### src/rtl/core/mrfe_pkg.sv
// shared types and constants of the modem response field extractor
package mrfe_pkg;

    // lookahead window geometry
    localparam int WIN_DEPTH = 27;
    localparam int FILL_W    = $clog2(WIN_DEPTH + 1);
    localparam int POS_W     = $clog2(WIN_DEPTH);

    // configuration port
    localparam int CFG_IDX_W = 4;
    localparam logic [CFG_IDX_W-1:0] CFG_LOW_BOUND  = CFG_IDX_W'(0);
    localparam logic [CFG_IDX_W-1:0] CFG_HIGH_BOUND = CFG_IDX_W'(1);
    localparam logic [7:0] QUALITY_LOW_RESET  = 8'd10;
    localparam logic [7:0] QUALITY_HIGH_RESET = 8'd40;

    // kind of result transaction
    typedef enum logic [1:0] {
        EV_MAC     = 2'd0,
        EV_IMEI    = 2'd1,
        EV_ICCID   = 2'd2,
        EV_QUALITY = 2'd3
    } event_kind_t;

    // link status carried with a result
    typedef enum logic [1:0] {
        ST_NONE      = 2'd0,
        ST_CONNECTED = 2'd1,
        ST_NORMAL    = 2'd2
    } status_code_t;

    // matched record type
    typedef enum logic [2:0] {
        REC_MAC    = 3'd0,
        REC_SLEMAC = 3'd1,
        REC_IMEI   = 3'd2,
        REC_ICCID  = 3'd3,
        REC_CSQ    = 3'd4
    } rec_kind_t;

    // controller states
    typedef enum logic [1:0] {
        S_IDLE   = 2'd0,
        S_SCAN   = 2'd1,
        S_REC    = 2'd2,
        S_FINISH = 2'd3
    } fsm_state_t;

    // one result item
    typedef struct packed {
        event_kind_t  kind;
        logic [4:0]   byte_index;
        logic [7:0]   byte_value;
        logic [7:0]   quality;
        status_code_t status;
        logic         imei_seen;
        logic         iccid_seen;
        logic         last;
    } result_t;

    // controller to datapath commands
    typedef struct packed {
        logic accept;
        logic scan;
        logic rec_step;
        logic finish;
    } dp_cmd_t;

    // datapath to controller status
    typedef struct packed {
        logic fill_last;
        logic fill_one;
        logic eob;
        logic hit;
        logic emit_want;
        logic rec_end;
        logic pend_free;
        logic pend_valid;
        logic out_can_load;
    } dp_sts_t;

endpackage

### src/rtl/core/mrfe_ctrl.sv
// controller state machine of the modem response field extractor
module mrfe_ctrl
    import mrfe_pkg::*;
(
    input  logic    clk,
    input  logic    rst_n,
    input  logic    s_tvalid,
    input  logic    s_tlast,
    output logic    s_tready,
    input  dp_sts_t sts,
    output dp_cmd_t cmd
);

    fsm_state_t state_reg;
    fsm_state_t state_next;

    // state register
    always_ff @(posedge clk or negedge rst_n)
    begin
        if (!rst_n)
        begin
            state_reg <= S_IDLE;
        end
        else
        begin
            state_reg <= state_next;
        end
    end

    // next state and commands
    always_comb
    begin
        state_next = state_reg;
        cmd        = '0;
        s_tready   = 1'b0;
        case (state_reg)
            S_IDLE:
            begin
                s_tready = 1'b1;
                if (s_tvalid)
                begin
                    cmd.accept = 1'b1;
                    if (s_tlast || sts.fill_last)
                    begin
                        state_next = S_SCAN;
                    end
                end
            end
            S_SCAN:
            begin
                cmd.scan = 1'b1;
                if (sts.hit)
                begin
                    state_next = S_REC;
                end
                else if (sts.eob && !sts.fill_one)
                begin
                    state_next = S_SCAN;
                end
                else
                begin
                    state_next = S_FINISH;
                end
            end
            S_REC:
            begin
                // walk the record one byte a cycle, hold while no result slot
                if (!sts.emit_want || sts.pend_free)
                begin
                    cmd.rec_step = 1'b1;
                    if (sts.rec_end)
                    begin
                        if (sts.eob && !sts.fill_one)
                        begin
                            state_next = S_SCAN;
                        end
                        else
                        begin
                            state_next = S_FINISH;
                        end
                    end
                end
            end
            S_FINISH:
            begin
                cmd.finish = 1'b1;
                if (!sts.pend_valid || sts.out_can_load)
                begin
                    state_next = S_IDLE;
                end
            end
            default:
            begin
                state_next = S_IDLE;
            end
        endcase
    end

endmodule

### src/rtl/core/mrfe_dp.sv
// datapath of the modem response field extractor: window, matcher, result slots
module mrfe_dp
    import mrfe_pkg::*;
(
    input  logic                 clk,
    input  logic                 rst_n,
    input  dp_cmd_t              cmd,
    output dp_sts_t              sts,
    input  logic [7:0]           rx_byte,
    input  logic                 rx_eob,
    input  logic                 cfg_valid,
    input  logic [CFG_IDX_W-1:0] cfg_index,
    input  logic [7:0]           cfg_data,
    input  logic                 out_ready,
    output logic                 out_valid,
    output result_t              out_item
);

    localparam logic [39:0] KW_MAC    = "+MAC:";
    localparam logic [55:0] KW_SLEMAC = "+SLEMAC";
    localparam logic [47:0] KW_IMEI   = "IMEI: ";
    localparam logic [55:0] KW_ICCID  = "ICCID: ";
    localparam logic [39:0] KW_CSQ    = "CSQ: ";
    localparam logic [7:0]  DIGIT_0   = "0";

    // bytes skipped per record
    function automatic logic [POS_W-1:0] rec_len_f(rec_kind_t k);
        case (k)
            REC_MAC:    rec_len_f = POS_W'(17);
            REC_SLEMAC: rec_len_f = POS_W'(21);
            REC_IMEI:   rec_len_f = POS_W'(21);
            REC_ICCID:  rec_len_f = POS_W'(27);
            default:    rec_len_f = POS_W'(9);
        endcase
    endfunction

    // first captured position in a record
    function automatic logic [POS_W-1:0] fld_start_f(rec_kind_t k);
        case (k)
            REC_MAC:    fld_start_f = POS_W'(5);
            REC_SLEMAC: fld_start_f = POS_W'(9);
            REC_IMEI:   fld_start_f = POS_W'(6);
            REC_ICCID:  fld_start_f = POS_W'(7);
            default:    fld_start_f = POS_W'(0);
        endcase
    endfunction

    // number of results a record gives
    function automatic logic [POS_W-1:0] fld_len_f(rec_kind_t k);
        case (k)
            REC_MAC:    fld_len_f = POS_W'(12);
            REC_SLEMAC: fld_len_f = POS_W'(12);
            REC_IMEI:   fld_len_f = POS_W'(15);
            REC_ICCID:  fld_len_f = POS_W'(20);
            default:    fld_len_f = POS_W'(1);
        endcase
    endfunction

    logic [7:0]       win_reg [WIN_DEPTH];
    logic [7:0]       win_next [WIN_DEPTH];
    logic [FILL_W-1:0] fill_reg, fill_next;
    logic             eob_reg, eob_next;
    rec_kind_t        kind_reg, kind_next;
    logic [POS_W-1:0] pos_reg, pos_next;
    logic [1:0]       seen_reg, seen_next;
    logic [7:0]       low_bound_reg, low_bound_next;
    logic [7:0]       high_bound_reg, high_bound_next;
    logic             pend_valid_reg, pend_valid_next;
    result_t          pend_reg, pend_next;
    logic             out_valid_reg, out_valid_next;
    result_t          out_reg, out_next;

    logic             hit;
    rec_kind_t        hit_kind;
    logic             do_shift;
    logic [POS_W-1:0] rec_len_w;
    logic [POS_W-1:0] fld_start_w;
    logic [POS_W-1:0] fld_end_w;
    logic             emit_want;
    logic             gen;
    logic             move;
    logic             out_can_load;
    logic             pend_free;
    logic [7:0]       tens, units, quality;
    result_t          new_item;

    // keyword match at the window head, in priority order
    always_comb
    begin
        hit      = 1'b1;
        hit_kind = REC_CSQ;
        if (fill_reg >= FILL_W'(17) &&
            {win_reg[0], win_reg[1], win_reg[2], win_reg[3], win_reg[4]} == KW_MAC)
        begin
            hit_kind = REC_MAC;
        end
        else if (fill_reg >= FILL_W'(21) &&
            {win_reg[0], win_reg[1], win_reg[2], win_reg[3], win_reg[4], win_reg[5],
             win_reg[6]} == KW_SLEMAC)
        begin
            hit_kind = REC_SLEMAC;
        end
        else if (fill_reg >= FILL_W'(21) &&
            {win_reg[0], win_reg[1], win_reg[2], win_reg[3], win_reg[4],
             win_reg[5]} == KW_IMEI)
        begin
            hit_kind = REC_IMEI;
        end
        else if (fill_reg >= FILL_W'(27) &&
            {win_reg[0], win_reg[1], win_reg[2], win_reg[3], win_reg[4], win_reg[5],
             win_reg[6]} == KW_ICCID)
        begin
            hit_kind = REC_ICCID;
        end
        else if (fill_reg >= FILL_W'(7) &&
            {win_reg[0], win_reg[1], win_reg[2], win_reg[3], win_reg[4]} == KW_CSQ)
        begin
            hit_kind = REC_CSQ;
        end
        else
        begin
            hit = 1'b0;
        end
    end

    // record walk decode
    assign rec_len_w   = rec_len_f(kind_reg);
    assign fld_start_w = fld_start_f(kind_reg);
    assign fld_end_w   = fld_start_w + fld_len_f(kind_reg);
    assign emit_want   = (pos_reg >= fld_start_w) && (pos_reg < fld_end_w);

    // two digit quality value, 8-bit wrap
    assign tens    = win_reg[5] - DIGIT_0;
    assign units   = win_reg[6] - DIGIT_0;
    assign quality = (tens << 3) + (tens << 1) + units;

    // result built from the window head
    always_comb
    begin
        new_item            = '0;
        new_item.byte_index = 5'(pos_reg - fld_start_w);
        new_item.imei_seen  = seen_reg[0];
        new_item.iccid_seen = seen_reg[1];
        new_item.status     = ST_NONE;
        case (kind_reg)
            REC_MAC, REC_SLEMAC:
            begin
                new_item.kind       = EV_MAC;
                new_item.byte_value = win_reg[0];
                if (pos_reg == fld_start_w)
                begin
                    new_item.status = ST_CONNECTED;
                end
            end
            REC_IMEI:
            begin
                new_item.kind       = EV_IMEI;
                new_item.byte_value = win_reg[0];
            end
            REC_ICCID:
            begin
                new_item.kind       = EV_ICCID;
                new_item.byte_value = win_reg[0];
            end
            default:
            begin
                new_item.kind    = EV_QUALITY;
                new_item.quality = quality;
                if (quality > low_bound_reg && quality < high_bound_reg && seen_reg == 2'b11)
                begin
                    new_item.status = ST_NORMAL;
                end
            end
        endcase
    end

    // result slots: pending holds the newest result until its last flag is known
    assign out_can_load = !out_valid_reg || out_ready;
    assign pend_free    = !pend_valid_reg || out_can_load;
    assign gen          = cmd.rec_step && emit_want;
    assign move         = pend_valid_reg && out_can_load && (gen || cmd.finish);
    assign do_shift     = (cmd.scan && !hit) || cmd.rec_step;

    always_comb
    begin
        pend_valid_next = pend_valid_reg;
        pend_next       = pend_reg;
        out_valid_next  = out_valid_reg;
        out_next        = out_reg;
        if (move)
        begin
            out_valid_next = 1'b1;
            out_next       = pend_reg;
            out_next.last  = cmd.finish;
        end
        else if (out_ready)
        begin
            out_valid_next = 1'b0;
        end
        if (gen)
        begin
            pend_valid_next = 1'b1;
            pend_next       = new_item;
        end
        else if (move)
        begin
            pend_valid_next = 1'b0;
        end
    end

    // window append and shift
    always_comb
    begin
        fill_next = fill_reg;
        for (int i = 0; i < WIN_DEPTH; i++)
        begin
            win_next[i] = win_reg[i];
        end
        if (cmd.accept)
        begin
            fill_next = fill_reg + FILL_W'(1);
            for (int i = 0; i < WIN_DEPTH; i++)
            begin
                if (fill_reg == FILL_W'(i))
                begin
                    win_next[i] = rx_byte;
                end
            end
        end
        else if (do_shift)
        begin
            fill_next = fill_reg - FILL_W'(1);
            for (int i = 0; i < WIN_DEPTH - 1; i++)
            begin
                win_next[i] = win_reg[i + 1];
            end
        end
    end

    // record tracking, sticky flags and configuration
    always_comb
    begin
        eob_next        = eob_reg;
        kind_next       = kind_reg;
        pos_next        = pos_reg;
        seen_next       = seen_reg;
        low_bound_next  = low_bound_reg;
        high_bound_next = high_bound_reg;
        if (cmd.accept)
        begin
            eob_next = rx_eob;
        end
        if (cmd.scan && hit)
        begin
            kind_next = hit_kind;
            pos_next  = '0;
            if (hit_kind == REC_IMEI)
            begin
                seen_next[0] = 1'b1;
            end
            if (hit_kind == REC_ICCID)
            begin
                seen_next[1] = 1'b1;
            end
        end
        else if (cmd.rec_step)
        begin
            pos_next = pos_reg + POS_W'(1);
        end
        if (cfg_valid && cfg_index == CFG_LOW_BOUND)
        begin
            low_bound_next = cfg_data;
        end
        if (cfg_valid && cfg_index == CFG_HIGH_BOUND)
        begin
            high_bound_next = cfg_data;
        end
    end

    // control registers
    always_ff @(posedge clk or negedge rst_n)
    begin
        if (!rst_n)
        begin
            fill_reg       <= '0;
            eob_reg        <= 1'b0;
            kind_reg       <= REC_MAC;
            pos_reg        <= '0;
            seen_reg       <= '0;
            low_bound_reg  <= QUALITY_LOW_RESET;
            high_bound_reg <= QUALITY_HIGH_RESET;
            pend_valid_reg <= 1'b0;
            out_valid_reg  <= 1'b0;
        end
        else
        begin
            fill_reg       <= fill_next;
            eob_reg        <= eob_next;
            kind_reg       <= kind_next;
            pos_reg        <= pos_next;
            seen_reg       <= seen_next;
            low_bound_reg  <= low_bound_next;
            high_bound_reg <= high_bound_next;
            pend_valid_reg <= pend_valid_next;
            out_valid_reg  <= out_valid_next;
        end
    end

    // payload registers
    always_ff @(posedge clk)
    begin
        for (int i = 0; i < WIN_DEPTH; i++)
        begin
            win_reg[i] <= win_next[i];
        end
        pend_reg <= pend_next;
        out_reg  <= out_next;
    end

    // status to the controller
    assign sts.fill_last    = (fill_reg == FILL_W'(WIN_DEPTH - 1));
    assign sts.fill_one     = (fill_reg == FILL_W'(1));
    assign sts.eob          = eob_reg;
    assign sts.hit          = hit;
    assign sts.emit_want    = emit_want;
    assign sts.rec_end      = (pos_reg == rec_len_w - POS_W'(1)) || (fill_reg == FILL_W'(1));
    assign sts.pend_free    = pend_free;
    assign sts.pend_valid   = pend_valid_reg;
    assign sts.out_can_load = out_can_load;

    assign out_valid = out_valid_reg;
    assign out_item  = out_reg;

    // window never holds more than its depth
    assert property (@(posedge clk) disable iff (!rst_n) fill_reg <= FILL_W'(WIN_DEPTH))
        else $error("window fill beyond depth");

    // sticky flags never clear
    assert property (@(posedge clk) disable iff (!rst_n)
        1'b1 |=> ((seen_reg & $past(seen_reg)) == $past(seen_reg)))
        else $error("seen flag cleared");

    // record walk stays inside the record
    assert property (@(posedge clk) disable iff (!rst_n) cmd.rec_step |-> pos_reg < rec_len_w)
        else $error("record position past record length");

    // a new result never overwrites a pending one that cannot move on
    assert property (@(posedge clk) disable iff (!rst_n) gen && pend_valid_reg |-> out_can_load)
        else $error("pending result overwritten");

endmodule

### src/rtl/core/modem_response_field_extractor_top.sv
// top level of the modem response field extractor
//
// channel  direction  signals                              role
// s_*      in         s_tvalid s_tready s_tdata s_tlast     receive bytes, tlast ends buffer
// m_*      out        m_tvalid m_tready m_tdata m_tuser m_tlast  captured bytes and reports
// cfg_*    in         cfg_valid cfg_ready cfg_index cfg_data     quality bound writes
//
// a byte that does not fill the 27 byte window and does not end a buffer is only appended
// any other byte is appended and then starts a scan: unmatched positions shift out, a matched
// keyword starts a record walked through the window shift line, and the finish state closes
// the run; output stalls hold the record walk once the pending and output slots are full
// reset empties the window and sets the bounds to 10 and 40; no clearing pass
module modem_response_field_extractor_top
    import mrfe_pkg::*;
(
    input  logic                 clk,
    input  logic                 rst_n,
    input  logic                 s_tvalid,
    output logic                 s_tready,
    input  logic [7:0]           s_tdata,   // rx_byte
    input  logic                 s_tlast,   // end_of_buffer
    output logic                 m_tvalid,
    input  logic                 m_tready,
    output logic [31:0]          m_tdata,   // byte_index, byte_value, signal_quality,
                                            // status_update, imei_seen, iccid_seen, zeros
    output logic [1:0]           m_tuser,   // event_kind
    output logic                 m_tlast,   // last_in_run
    input  logic                 cfg_valid,
    output logic                 cfg_ready,
    input  logic [CFG_IDX_W-1:0] cfg_index,
    input  logic [7:0]           cfg_data
);

    dp_cmd_t cmd;
    dp_sts_t sts;
    result_t out_item;

    mrfe_ctrl u_ctrl (
        .clk      (clk),
        .rst_n    (rst_n),
        .s_tvalid (s_tvalid),
        .s_tlast  (s_tlast),
        .s_tready (s_tready),
        .sts      (sts),
        .cmd      (cmd)
    );

    mrfe_dp u_dp (
        .clk       (clk),
        .rst_n     (rst_n),
        .cmd       (cmd),
        .sts       (sts),
        .rx_byte   (s_tdata),
        .rx_eob    (s_tlast),
        .cfg_valid (cfg_valid),
        .cfg_index (cfg_index),
        .cfg_data  (cfg_data),
        .out_ready (m_tready),
        .out_valid (m_tvalid),
        .out_item  (out_item)
    );

    // configuration writes are always taken
    assign cfg_ready = 1'b1;

    // result packing
    assign m_tdata = {7'b0, out_item.iccid_seen, out_item.imei_seen, out_item.status,
                      out_item.quality, out_item.byte_value, out_item.byte_index};
    assign m_tuser = out_item.kind;
    assign m_tlast = out_item.last;

endmodule
### config.mk
export PLATFORM = sky130hd
export DESIGN_NAME = modem_response_field_extractor_top
export DESIGN_NICKNAME = d
export VERILOG_FILES = /design/src/rtl/core/mrfe_pkg.sv /design/src/rtl/core/mrfe_ctrl.sv /design/src/rtl/core/mrfe_dp.sv /design/src/rtl/core/modem_response_field_extractor_top.sv
export SDC_FILE = /design/constraint.sdc
export NUM_CORES = 1
export LEC_CHECK = 0
export ABC_AREA = 0
export BUFFER_PORTS_ARGS = -buffer_cell sky130_fd_sc_hd__clkbuf_2
export CORE_MARGIN = 1
export CORE_UTILIZATION = 45
export DETAILED_ROUTE_END_ITERATION = 10
export PLACE_DENSITY = 0.65
export SLEW_MARGIN = 15
export SYNTH_ARGS = -nofsm -noshare
export SYNTH_HDL_FRONTEND = slang
export SYNTH_SLANG_ARGS = --single-unit
### constraint.sdc
create_clock -name clk -period 6.6 [get_ports clk]
set_input_delay 1.32 -clock clk [delete_from_list [all_inputs] [get_ports clk]]
set_output_delay 1.32 -clock clk [all_outputs]
set_load 0.005 [all_outputs]
==> results.json, run 1 <==
{
  "ys_async_sr_fraction": 0.1173,
  "arrival_ns": 4.83,
  "h-tree-depth": 1,
  "vias_per_cell": 5.511,
  "ctsHoldBuffers": 0,
  "power-per-cell-area_nw_per_um2": 593.4,
  "nFillCells": 2608,
  "gr-total-overflow": 0,
  "yosys_warnings": 0,
  "clock-sinks": 307,
  "synthFlopType": "edfxtp_1",
  "start_util": 0.4564,
  "wire_per_inst_um": 18.90,
  "ys_types": 69,
  "path_clk_slew_ns": 0.06,
  "finalNonFillerCells": 1491,
  "num_rows": 64,
  "worstPathMaxFanout": 25,
  "rsz0062_at_grt": "false",
  "fin_crit_sh": 0.7086,
  "vdd.ir_drop.worst_uv": 243.4,
  "dp_hpwl_um": 18350,
  "nets": 1152,
  "largest_register_ff_count": 216,
  "use_met1": 0.2558,
  "netlist_area_um2": 13960,
  "status": "complete, no violations",
  "hold_class": "reg -> reg",
  "min_period_ns": 4.677,
  "tightest_slew_ns": 1.107,
  "cts.repair.resized": 0,
  "ant_nets": 0,
  "cts_setup_buffers": 0,
  "hold_slack_ns": 0.4176,
  "worstPathRequired_ns": 6.75,
  "finalWeightedCongestion": 0.9145,
  "die_x_um": 178.1,
  "die_h_um": 178.1,
  "io_buffers": 55,
  "drt_iter0_drc": 850,
  "grt_max_degree": 78,
  "boundaryPins": 64,
  "antenna_found_initial": 0,
  "clockRootBuffer": "clkbuf_16",
  "grt_pass1_vias": 8109,
  "clock_latency_ns": 0.56,
  "cap_viol_max_count": 0,
  "wirelength_um": 28180,
  "core_area_um2": 30590,
  "drive_above_1_share": 0.1315,
  "regArea_um2": 9044,
  "max_freq_ghz": 0.2138,
  "finalPower_uw": 9239,
  "syn_area_per_cell_um2": 13.50,
  "synth_seq_area_share": 0.6477,
  "grt_use_total": 0.1827,
  "p_leak_uw": 0.006804,
  "relSlewSlack": 0.2556,
  "grt_pass1_wl_um": 44920,
  "synth_edf_count": 271,
  "clk_path_buf_depth": 3,
  "criticalPathCategory": "reg -> reg",
  "hold_viol": 0,
  "numCtsBuffers": 31,
  "syn_inst": 1034,
  "top_usage_layer": "met2",
  "cts_tree": "done",
  "cp-end-kind": "flip-flop",
  "num_vias": 8217,
  "area_growth_pct": 11.51,
  "firstDrtPassIters": 5,
  "fp.dieArea_um2": 31740,
  "synth-seq-cells": 307,
  "worstSetupStartpointType": "flip-flop",
  "grt_use_met2": 0.2913,
  "antenna_cells_inserted": 0,
  "grtUsageMet3": 0.03005,
  "maxSlewViolCount": 0,
  "fin_setup_tns_ns": 0,
  "remaining_drc_errors": 0,
  "placed_cells": 1436,
  "setup_viol": 0,
  "multi_input_area_um2": 4425,
  "skew_ns": 0.009162
}
placed cells by master, fill, tap and decap left out, types with 13 or more instances in the layout:
cell and instances:
edfxtp_1 271, a21o_1 220, nand2_1 60, inv_1 57
clkbuf_2 55, ha_1 47, dfrtp_1 32, clkbuf_16 31
o21ai_0 29, nor2_1 29, buf_4 16, a21oi_1 15
xnor2_1 15, and2_1 14, nor2b_1 13
kinds of logic after synthesis:
logic type	share of synthesized area
other	0.0005379
buffers and inverters	0.03880
adder cells (fa/ha/maj)	0.05072
flip-flops	0.6477
AND/OR/NAND/NOR	0.08038
AO/OA/AOI/OAI	0.1606
multiplexers	0.008693
XOR/XNOR	0.01255
stage by stage:
| stage | cell area [um^2] | setup slack [ns] | utilization |
|---|---|---|---|
| finish | 15570 | 1.923 | 0.5090 |
| global route | 15570 | 1.479 | 0.5090 |
| CTS | 15560 | 1.883 | 0.5088 |
| detailed placement | 14570 | 1.909 | 0.4763 |
| global placement | 14570 | 1.941 | 0.4763 |
| floorplan | 13980 | 0.3405 | - |
layer usage:
| metal | wire length (um) | part of all wire | up-vias |
|---|---|---|---|
| met3 | 1672 | 0.059 | 57 |
| met4 | 758 | 0.027 | 0 |
| met1 | 12830 | 0.46 | 4015 |
| li1 | - | - | 3884 |
| met2 | 12920 | 0.46 | 261 |
| met5 | 0 | 0 | - |
synth_stat cells (all sizes together), types with 4 or more instances:
library cell / number / area [um^2]
clkbuf: 47 / 176.4
nand3: 8 / 40.04
o21ai: 35 / 175.2
a21o: 220 / 1652
inv: 57 / 214.0
buf: 24 / 151.4
nand4: 8 / 50.05
o21a: 4 / 32.53
dfstp: 4 / 105.1
xnor2: 15 / 131.4
xor2: 5 / 43.79
nor3b: 11 / 82.58
ha: 47 / 588.1
and2: 14 / 87.58
edfxtp: 271 / 8138
a21oi: 16 / 91.34
nor3: 9 / 45.04
fa: 6 / 120.1
dfrtp: 32 / 800.8
nor2: 30 / 112.6
nand4b: 4 / 35.03
o211ai: 8 / 60.06
mux2: 9 / 101.4
nor2b: 13 / 81.33
nor4b: 7 / 67.56
nor4: 10 / 77.57
nand2: 60 / 225.2
nand2b: 8 / 50.05
worst paths after layout:
kind	start	end	slack [ns]	depth (start not counted)
max in group asynchronous	rst_n	u_dp.pos_reg[4]	5.06	1
worst max register to register	u_dp.kind_reg[2]	u_dp.win_reg[0][92]	1.92	13
worst min-delay path	u_dp.pend_reg[5]	u_dp.out_item[5]	0.42	0
worst min register to register	u_dp.pend_reg[5]	u_dp.out_item[5]	0.42	0
min in group asynchronous	rst_n	u_dp.high_bound_reg[1]	0.91	1
worst max-delay path	u_dp.kind_reg[2]	u_dp.win_reg[0][92]	1.92	13
power by group:
part,internal (uW),switching [uW],total [uW],leakage [uW]
clock,1010,717,1730,0.000479
sequential,3650,509,4160,0.00307
combinational,1430,1920,3350,0.00325
critical path, cell delays in order, from the launching register on:
cell and delay, ns:
dfrtp_1 0.75, inv_1 0.31, nand2_1 0.22, nor2_1 0.06, ha_1 0.24, nand2_1 0.07, o32ai_1 0.07, a222oi_1 0.37
ha_1 0.29, o21ai_0 0.10, o21a_1 0.32, nor2_1 0.21, a21oi_4 0.62, o21ai_0 0.62
final cells by class:
| cell class | instances | share of cell area |
|---|---|---|
| timing repair buffer | 71 | 0.02540 |
| clock inverter | 20 | 0.01310 |
| sequential | 307 | 0.5809 |
| tap | 396 | 0.03183 |
| multi-input combinational | 605 | 0.2843 |
| inverter | 57 | 0.01374 |
| clock buffer | 35 | 0.05079 |
Power figures use the tool's default switching activity.
==> run 2, diff against run 1 <==
PLACE_DENSITY = 0.62   (was 0.65)
clock period = 4.9 ns   (was 6.6 ns; I/O delays follow)
==> run 2 against run 1 <==
Power increased by 36%. First-iteration DRC count shrank 31%. Via count up 1.0%. Critical path type unchanged. Critical endpoint is now u_dp.win_reg[1][66]. Largest power group unchanged.
==> results.json, run 2 (same netlist as run 1, synthesis figures left out) <==
{
  "ctsHoldBuffers": 0,
  "boundaryPins": 64,
  "worstSetupStartpointType": "flip-flop",
  "fin_setup_tns_ns": 0,
  "wire_per_inst_um": 18.48,
  "nets": 1171,
  "fp.dieArea_um2": 31740,
  "gr-total-overflow": 0,
  "antenna_cells_inserted": 0,
  "r2r_slack_ns": 0.97,
  "num_rows": 64,
  "placed_cells": 1455,
  "max_stage_delay_ns": 0.45,
  "setup_viol": 0,
  "die_h_um": 178.1,
  "timing.final.ws_setup_ns": 0.9701,
  "worstPathRequired_ns": 5.10,
  "die_x_um": 178.1,
  "h-tree-depth": 1,
  "path_cells": "inv_1 -> a21oi_1 -> inv_1 -> ha_1 -> ha_1 -> nand2_1 -> o32ai_1 -> a222oi_1 -> ha_1 -> o21ai_0 -> o21a_1 -> nor2_1 -> a21oi_4 -> buf_4 -> o21ai_1",
  "min_period_ns": 3.930,
  "fin_crit_sh": 0.8020,
  "p_leak_uw": 0.006894,
  "area_growth_pct": 12.43,
  "arrival_ns": 4.13,
  "drt_iter0_drc": 589,
  "rsz0062_at_grt": "false",
  "cp_slowest_cell": "nor2_1",
  "vias_per_cell": 5.493,
  "final_common_cell": "edfxtp_1",
  "drive_above_1_share": 0.1417,
  "whs_path_depth": 0,
  "hold_class": "reg -> reg",
  "layout_common_cells": "271 x edfxtp_1, 220 x a21o_1, 60 x nand2_1",
  "power-per-cell-area_nw_per_um2": 798.6,
  "maxSlewViolCount": 0,
  "relSlewSlack": 0.2715,
  "clock-sinks": 307,
  "status": "complete, no violations",
  "criticalPathCategory": "reg -> reg",
  "io_buffers": 55,
  "largest_register_ff_count": 216,
  "cp_top_family": "compound AO/OA/AOI/OAI gates",
  "grt_pass1_vias": 8257,
  "core_area_um2": 30590,
  "clock_latency_ns": 0.57,
  "reg2reg_to": "u_dp.win_reg[1][66]",
  "worst_hold_startpoint": "u_dp.pend_reg[17]",
  "finalWeightedCongestion": 0.9409,
  "path_clk_slew_ns": 0.06,
  "hold_slack_ns": 0.4156,
  "skew_ns": 0.007971,
  "firstDrtPassIters": 5,
  "worstRegToRegCells": 15,
  "clockRootBuffer": "clkbuf_16",
  "numCtsBuffers": 31,
  "tightest_slew_ns": 1.084,
  "wirelength_um": 27920,
  "cp-end-kind": "flip-flop",
  "path_common_cell": "ha_1",
  "dp_hpwl_um": 18110,
  "hold_end": "u_dp.out_item[17]",
  "vdd.ir_drop.worst_uv": 401.4,
  "clk_path_buf_depth": 3,
  "cts_tree": "done",
  "post-place-ws_ns": 0.9760,
  "grt_pass1_wl_um": 44880,
  "finalNonFillerCells": 1511,
  "cap_viol_max_count": 0,
  "cts_setup_buffers": 0,
  "start_util": 0.4564,
  "critical_path_buf_inv_count": 3,
  "remaining_drc_errors": 0,
  "num_vias": 8300,
  "cts.repair.resized": 0,
  "finalPower_uw": 12540,
  "worstPathMaxFanout": 25,
  "hold_viol": 0,
  "antenna_found_initial": 1,
  "rr_startpoint": "u_dp.kind_reg[0]",
  "max_freq_ghz": 0.2545,
  "ant_nets": 0,
  "grt_use_total": 0.1805,
  "grt_max_degree": 102
}
run 2: changes by cell type in the layout (fill, tap and decap cells not counted), moves of 2 or more:
cell        before  now
buf_4           16   35
o21ai_1          6    4
clkinv_1         5   10
o21ai_0         29   31
clkinvlp_4       4    1
clkinv_2         7    5
run 2: worst max path at each step:
stage                                to        startpoint  cells after the start
global placement    u_dp.win_reg[1][64]  u_dp.kind_reg[0]                     15
global route        u_dp.win_reg[1][67]  u_dp.kind_reg[0]                     15
detailed placement  u_dp.win_reg[1][64]  u_dp.kind_reg[0]                     15
finish              u_dp.win_reg[1][66]  u_dp.kind_reg[0]                     15
CTS                 u_dp.win_reg[1][68]  u_dp.kind_reg[0]                     15
floorplan              u_dp.out_item[0]  u_dp.kind_reg[1]                     14
run 2: through the flow:
stage	util	cell area, um^2
after CTS	0.5130	15690
after global routing	0.5132	15700
after global placement	0.4811	14720
final	0.5132	15700
after floorplan	-	14000
after detailed placement	0.4811	14720
run 2: layer usage:
layer  wire (um)  GRT usage
met1       13020     0.2519
met2       12980     0.2939
met3        1233    0.02579
met4         678    0.05057
met5          13          0
run 2: where the power goes:
part	leakage (uW)	switching, uW	internal [uW]
clock network	0.000475	964	1310
logic	0.00335	2610	2060
registers	0.00307	689	4900
run 2: layout make-up:
type / instances / area (um^2)
clock inverters: 20 / 180.2
inverters: 57 / 214.0
repair buffers: 90 / 538.0
well taps: 396 / 495.5
fillers: 2588 / 14890
clock buffers: 36 / 794.5
flip-flops and latches: 307 / 9044
multi-input cells: 605 / 4432
run 2: worst register-to-register path, stage by stage (launching register included):
cell and delay [ns]:
dfrtp_1 0.42, inv_1 0.17, a21oi_1 0.28, inv_1 0.11, ha_1 0.20, ha_1 0.22, nand2_1 0.07, o32ai_1 0.07
a222oi_1 0.39, ha_1 0.17, o21ai_0 0.09, o21a_1 0.19, nor2_1 0.45, a21oi_4 0.03, buf_4 0.24, o21ai_1 0.45
